### src/sv/pafs_div.sv
// Pipelined restoring divider giving a 16-bit fraction of num / den with num below den.
module pafs_div #(
	parameter int unsigned DW = 8
) (
	input  logic          clk,
	input  logic          arst_n,
	input  logic          en,
	input  logic          in_valid,
	input  logic [31:0]   num,
	input  logic [31:0]   den,
	input  logic [DW-1:0] in_data,
	output logic          out_valid,
	output logic [15:0]   quo,
	output logic [DW-1:0] out_data
);
	localparam int unsigned STEPS = 16;

	logic              v_q   [0:STEPS];
	logic [31:0]       r_q   [0:STEPS];
	logic [31:0]       d_q   [0:STEPS];
	logic [15:0]       q_q   [0:STEPS];
	logic [DW-1:0]     dat_q [0:STEPS];

	// Stage zero is the input itself.
	assign v_q[0]   = in_valid;
	assign r_q[0]   = num;
	assign d_q[0]   = den;
	assign q_q[0]   = '0;
	assign dat_q[0] = in_data;

	// One quotient bit per stage, most significant first.
	for (genvar k = 1; k <= STEPS; k++) begin : g_step
		logic [32:0] r2;
		logic        ge;
		assign r2 = {r_q[k-1], 1'b0};
		assign ge = r2 >= {1'b0, d_q[k-1]};

		always_ff @(posedge clk or negedge arst_n) begin
			if (!arst_n) begin
				v_q[k] <= 1'b0;
			end else if (en) begin
				v_q[k] <= v_q[k-1];
			end
		end

		always_ff @(posedge clk) begin
			if (en) begin
				r_q[k]   <= ge ? 32'(r2 - {1'b0, d_q[k-1]}) : r2[31:0];
				d_q[k]   <= d_q[k-1];
				q_q[k]   <= {q_q[k-1][14:0], ge};
				dat_q[k] <= dat_q[k-1];
			end
		end
	end

	assign out_valid = v_q[STEPS];
	assign quo       = q_q[STEPS];
	assign out_data  = dat_q[STEPS];
endmodule

### config.mk
export PLATFORM = sky130hd
export DESIGN_NAME = pafs_div
export DESIGN_NICKNAME = d
export VERILOG_FILES = /design/src/sv/pafs_div.sv
export SDC_FILE = /design/constraint.sdc
export NUM_CORES = 2
export LEC_CHECK = 0
export ABC_AREA = 1
export ABC_CLOCK_PERIOD_IN_PS = 5350
export BUFFER_PORTS_ARGS = -buffer_cell sky130_fd_sc_hd__buf_2
export CORE_MARGIN = 2
export CORE_UTILIZATION = 50
export DETAILED_ROUTE_END_ITERATION = 7
export PLACE_DENSITY = 0.7
export SETUP_SLACK_MARGIN = 0.1
export SLEW_MARGIN = 40
export SYNTH_ARGS = -nofsm -noshare
export SYNTH_HDL_FRONTEND = slang
export SYNTH_SLANG_ARGS = --single-unit
### constraint.sdc
create_clock -name clk -period 5.35 [get_ports clk]
set_clock_uncertainty 0.15 [all_clocks]
set_input_delay 0.535 -clock clk [delete_from_list [all_inputs] [get_ports clk]]
set_output_delay 0.535 -clock clk [all_outputs]
set_load 0.01 [all_outputs]
After elaboration in Yosys (flattened, before gate mapping). Cells that the tools add are included.

Register bits: 1240. Bits of input ports: 76. Output and inout port bits: 25. Word-level logic and storage cells: 139.

Add/subtract/negate cells: 15. Order comparisons: 16. Multiplexer cells: 15.

Operators by type and width (count): $ge 33x32->1 (16); $mux 32 (15); $sub 32x32->32 (15).

Longest topological paths before layout.
Depth in word-level cells: 2. Mapped depth: 17. Mapped depth without buffers: 15.

Least setup slack after synthesis. Ideal clock, no wire load.

Path type: input -> register. Start: input port den[2]. End: register r_q (netlist bit g_step[2].r2[25]), data pin. Library setup time: 0.253 ns. Data arrival time: 1.848 ns. Required time: 4.947 ns. Slack: 3.099 ns. Stages: 16. Path buffers: 2. Cell sequence: inv_1 ha_1 buf_2 nand2_1 nand2_1 nand2_1 nand2_1 nand2_1 nand3_2 nand2_1 nand2_1 nand2_2 nand2_4 buf_6 nand3_1 nand2_1.

Cells in the longest elaborated chain, start to end: 2. Elaborated cells between the ends (all ways): 3. Those cells by class: add/sub: 1; order compare: 1; mux: 1.

Ends and longest elaborated chain: start: declaration (line 10) `input logic [31:0] den,`; $sub 32x32->32 / $ge 33x32->1 (equally long branches) (line 48, 36); $mux 32 * (line 48) `r_q[k] <= ge ? 32'(r2 - {1'b0, d_q[k-1]}) : r2[31:0];`; end signal: indexed assignment (line 48); end: declaration (line 19) `logic [31:0] r_q [0:STEPS];`.

Every way passes the cells marked *; elsewhere a longest branch is shown, timed or not. A chain may end at the register's enable or synchronous reset.

Final worst setup path.
Start: register r_q (netlist bit g_step[15].r2[3]). End: register r_q (netlist bit g_step[16].r2[3]), data pin.

Cells in the longest elaborated chain, start to end: 2.

Ends and longest elaborated chain: $ge 33x32->1 (line 36) `assign ge = r2 >= {1'b0, d_q[k-1]};`; $mux 32 (line 48).

Every way passes these cells.

==> out/results.env <==
CTS.CLK_SLEW.WORST_PATHS_PS=60
PLACEMENT_ROWS=151
TIMING.REG2REG.SETUP_SLACK_PS=1730
SYNTH_SEQ_AREA_SHARE=0.438
FP.DIEH_UM=416
MIN-DELAY-PATH-CLASS='input port to async pin'
TIMING.FINAL.WS_SETUP_PS=1730
FINAL_LAYOUT_SIZE_SUFFIX_GT1_FRAC=0.0534
POWER_DENSITY_nW_PER_UM2=570
FINAL_MIN_PERIOD_OVER_CLOCK_PERIOD=0.676
PIN_COUNT_OF_THE_BIGGEST_NET_ENTERING_GLOBAL_ROUTING=148
TIMING.REG2REG.WORST_PATH_DEPTH=13
RSZ0062_AT_GRT='false'
INITIAL_ANTENNA_VIOLATION_COUNT=3
CLOCK_LATENCY_PS=820
STATUS='finished, final reports clean'
WORST-PATH-MAX-FANOUT=33
WORST-SETUP-PATH-TYPE='flip-flop to flip-flop'
HTREEDEPTH=4
MAX-SLEW-MARGIN-REL=0.433
CTS_HOLD_REPAIR.BUFFERS=75
PORT-BUFFER-COUNT=100
CTS-BUFFERS-INSERTED=139
FMAX_MHz=277
NETLIST_INSTANCES=11173
WORSTSETUPENDPOINTTYPE='flip-flop'
POSTSYNTHREGISTERBITS=1240
R2R_START='g_step[15].r2[3]'
YOSYSWARNINGCOUNT=0
PLACEMENT.CELL_AREA_UM2=87300
TIMING_WORST_SLEW_PIN_VALUE_PS=841
CRIT_PATH_START_KIND='flip-flop'
NETLIST-CELL-TYPE-COUNT=38
DRT-PASS1-ITER-COUNT=6
GRT.OVERFLOW.TOTAL=0
DIE-AREA_UM2=173000
YOSYS-TOP-CELLS-AREA='sky130_fd_sc_hd__edfxtp_1 43%, sky130_fd_sc_hd__nand2_1 19%, sky130_fd_sc_hd__inv_1 10%'
PLACE_HPWL_MM=226
ASYNCSETRESETFLOPFRACSYNTH=0.0129
SYNTH.CELL_AREA_UM2=84800
GRT_PASS1_VIAS=68685
MAX_CLOCK_BUF_DEPTH=3
POSTSYNTHAREAPERCELL_UM2=7.59
MOST_FREQUENT_CELL_AFTER_SYNTHESIS='sky130_fd_sc_hd__nand2_1'
NNETSFINAL=11973
FIRST_ITER_VIOLATIONS=6201
SW_FRAC_OF_TOTAL=0.468
ROUTABILITYCONGESTION=1.02
SHARE_SEQ_OF_TOTAL_POWER=0.304
GRT_FIRST_PASS_WIRELENGTH_MM=416
VIAS_POST_DR=71415
NET-SWITCHING-POWER_W=0.0247
YOSYS_MOST_USED_DFF='sky130_fd_sc_hd__edfxtp_1'
GRT_UTIL_ALL_LAYERS=0.320
SYNTH.TOP_CELLS.BY_COUNT='4305 x sky130_fd_sc_hd__nand2_1, 2286 x sky130_fd_sc_hd__inv_1, 1224 x sky130_fd_sc_hd__edfxtp_1'
CTS-RESIZED-GATES=0
MAXCAPVIOLATIONS=0
CRITPATHARRIVALTIME_PS=4020
IO-PIN-COUNT=101
PWR-SHARE-CLK=0.186
REG2REG_TO='g_step[16].r2[3]'
SYNTH_NETS=11775
START_UTIL=0.502
ROUTED_WL_MM=279
UTILIZATION=0.549
NUMBER_OF_ENABLE_TYPE_REGISTER_CELLS_IN_THE_SYNTHESIZED_NETLIST=1224
SYNTH_TOP_AREA_CELL='sky130_fd_sc_hd__edfxtp_1'
TIMING.FINAL.MAX_SLEW_VIOLATIONS=0
PLACEABLECOREAREA_UM2=169000
CTS_SINKS=1240
TOTALPOWERFINAL_W=0.0528
TRITONCTS='done'
IRDROPWORSTVDD_mV=0.454
POWER_LEAKAGE_nW=48.0
POWER.INTERNAL_W=0.0281
ANTENNA_VIOLATING_NETS_POST_ROUTE=0
AREA_DELTA_SYNTH_FINAL_PCT=9.29
DRCVIOLATIONCOUNT=0
FINALHOLDVIOLATIONS=0
TNS_PS=0
POST_DRT_VIA_CELL_RATIO=5.21
CRIT_REQUIRED_PS=5750
MINIMUM_PERIOD_IMPLIED_BY_THE_FINAL_WORST_SETUP_SLACK_PS=3620
POST-SYNTH-TOP-AREA-FRACTION=0.433
ROUTE.DETAILED.WL_PER_INST_UM=20.4
FILLER_CELL_COUNT=16026
CHIPWIDTH_UM=416
LAYOUT.CELL_AREA.NON_FILLER_UM2=92700
TIMING.FINAL.SETUP_VIOLATIONS=0
PWR-SHARE-COMB=0.510
CTS-ROOT-BUF='sky130_fd_sc_hd__clkbuf_16'
CTS_POST_SETUP_BUFFERS_INSERTED=0
PLACE_WORST_SETUP_SLACK_PS=1790
critical path, stage by stage (launching register included):
cell                       delay [ps]
sky130_fd_sc_hd__edfxtp_1         400
sky130_fd_sc_hd__ha_1             590
sky130_fd_sc_hd__nand2_2          260
sky130_fd_sc_hd__inv_1             60
sky130_fd_sc_hd__nand2_1           90
sky130_fd_sc_hd__nand2_1           60
sky130_fd_sc_hd__nand2_1           60
sky130_fd_sc_hd__nand3_2          280
sky130_fd_sc_hd__nand2_2          180
sky130_fd_sc_hd__nand2_2          120
sky130_fd_sc_hd__nand2_2          370
sky130_fd_sc_hd__nand2_4          420
sky130_fd_sc_hd__nand2_1          210
sky130_fd_sc_hd__nand2_1           70
cells by family after synthesis:
logic type                 after synthesis  synth area share
adders and majority gates              526            0.0789
and+or+nand+nor                       6344             0.320
DFF                                   1240             0.438
AOI/OAI and AO/OA                      399            0.0244
xor gates and xnor gates               210            0.0217
buffers and inverters                 2454             0.117
how the worst max path moves through the flow:
stage                                start               end  slack (ps)  depth (start not counted)
final                     g_step[15].r2[3]  g_step[16].r2[3]        1730                         13
after global routing              d_q[379]  g_step[7].r2[30]        1590                         13
after floorplan                     den[2]  g_step[2].r2[25]        3100                         16
after detailed placement           den[30]   g_step[2].r2[2]        1790                         10
after global placement            d_q[379]  g_step[7].r2[30]        1590                         12
after CTS                         d_q[379]  g_step[7].r2[30]        1820                         13
routing by layer:
metal | vias to the layer above | share of wire | global-route usage
met5 | - | 0.000072 | 0
met4 | 2 | 0.068 | 0.192
met3 | 652 | 0.054 | 0.0385
met2 | 2369 | 0.48 | 0.543
met1 | 33138 | 0.40 | 0.389
li1 | 35254 | - | -
final cells by class:
type / count / area [um2] / area share
Tap cell: 2218 / 2780 / 0.0299
Multi-Input combinational cell: 7479 / 37800 / 0.408
Inverter: 2291 / 8610 / 0.0929
Clock buffer: 163 / 3660 / 0.0395
Clock inverter: 91 / 965 / 0.0104
Timing Repair Buffer: 220 / 1740 / 0.0188
Sequential cell: 1240 / 37200 / 0.401
Antenna cell: 3 / 7.51 / 0.0000810
power by group through the flow:
stage	clock (W)	combinational [W]	sequential (W)
after global placement	0	0.0262	0.0162
after global routing	0.0103	0.0300	0.0162
after CTS	0.00998	0.0266	0.0160
after detailed placement	0	0.0264	0.0162
final	0.00980	0.0269	0.0161
after floorplan	0	0.0190	0.0150
cell usage in the layout (no fill, tap or decap), types with 45 or more instances in the layout:
cell type                       count
sky130_fd_sc_hd__nand2_2           52
sky130_fd_sc_hd__ha_1             511
sky130_fd_sc_hd__xor2_1           195
sky130_fd_sc_hd__nor3_1           117
sky130_fd_sc_hd__nand4_1           45
sky130_fd_sc_hd__dlygate4sd3_1     74
sky130_fd_sc_hd__nor2_2            49
sky130_fd_sc_hd__nand2_1         4305
sky130_fd_sc_hd__clkbuf_16        143
sky130_fd_sc_hd__nand3b_1         155
sky130_fd_sc_hd__nand3_2           91
sky130_fd_sc_hd__a21oi_1          339
sky130_fd_sc_hd__buf_2            100
sky130_fd_sc_hd__nand3_1          784
sky130_fd_sc_hd__nor2_1           565
sky130_fd_sc_hd__and2_1           125
sky130_fd_sc_hd__inv_1           2286
sky130_fd_sc_hd__edfxtp_1        1224
per-stage QoR:
| step | hold WS, ps | std cells |
|---|---|---|
| floorplan | 89.4 | 11173 |
| global placement | 250 | 13369 |
| detailed placement | 255 | 13373 |
| CTS | 233 | 13702 |
| global route | 198 | 13702 |
| finish | 182 | 13705 |
sequential cells by signal, indices dropped and copies added, names as in the netlist:
signal	count
d_q	480
g_step.r2	480
dat_q	120
q_q	120
quo	16
v_q	15
out_data	8
out_valid	1
Power figures use the tool's default switching activity.
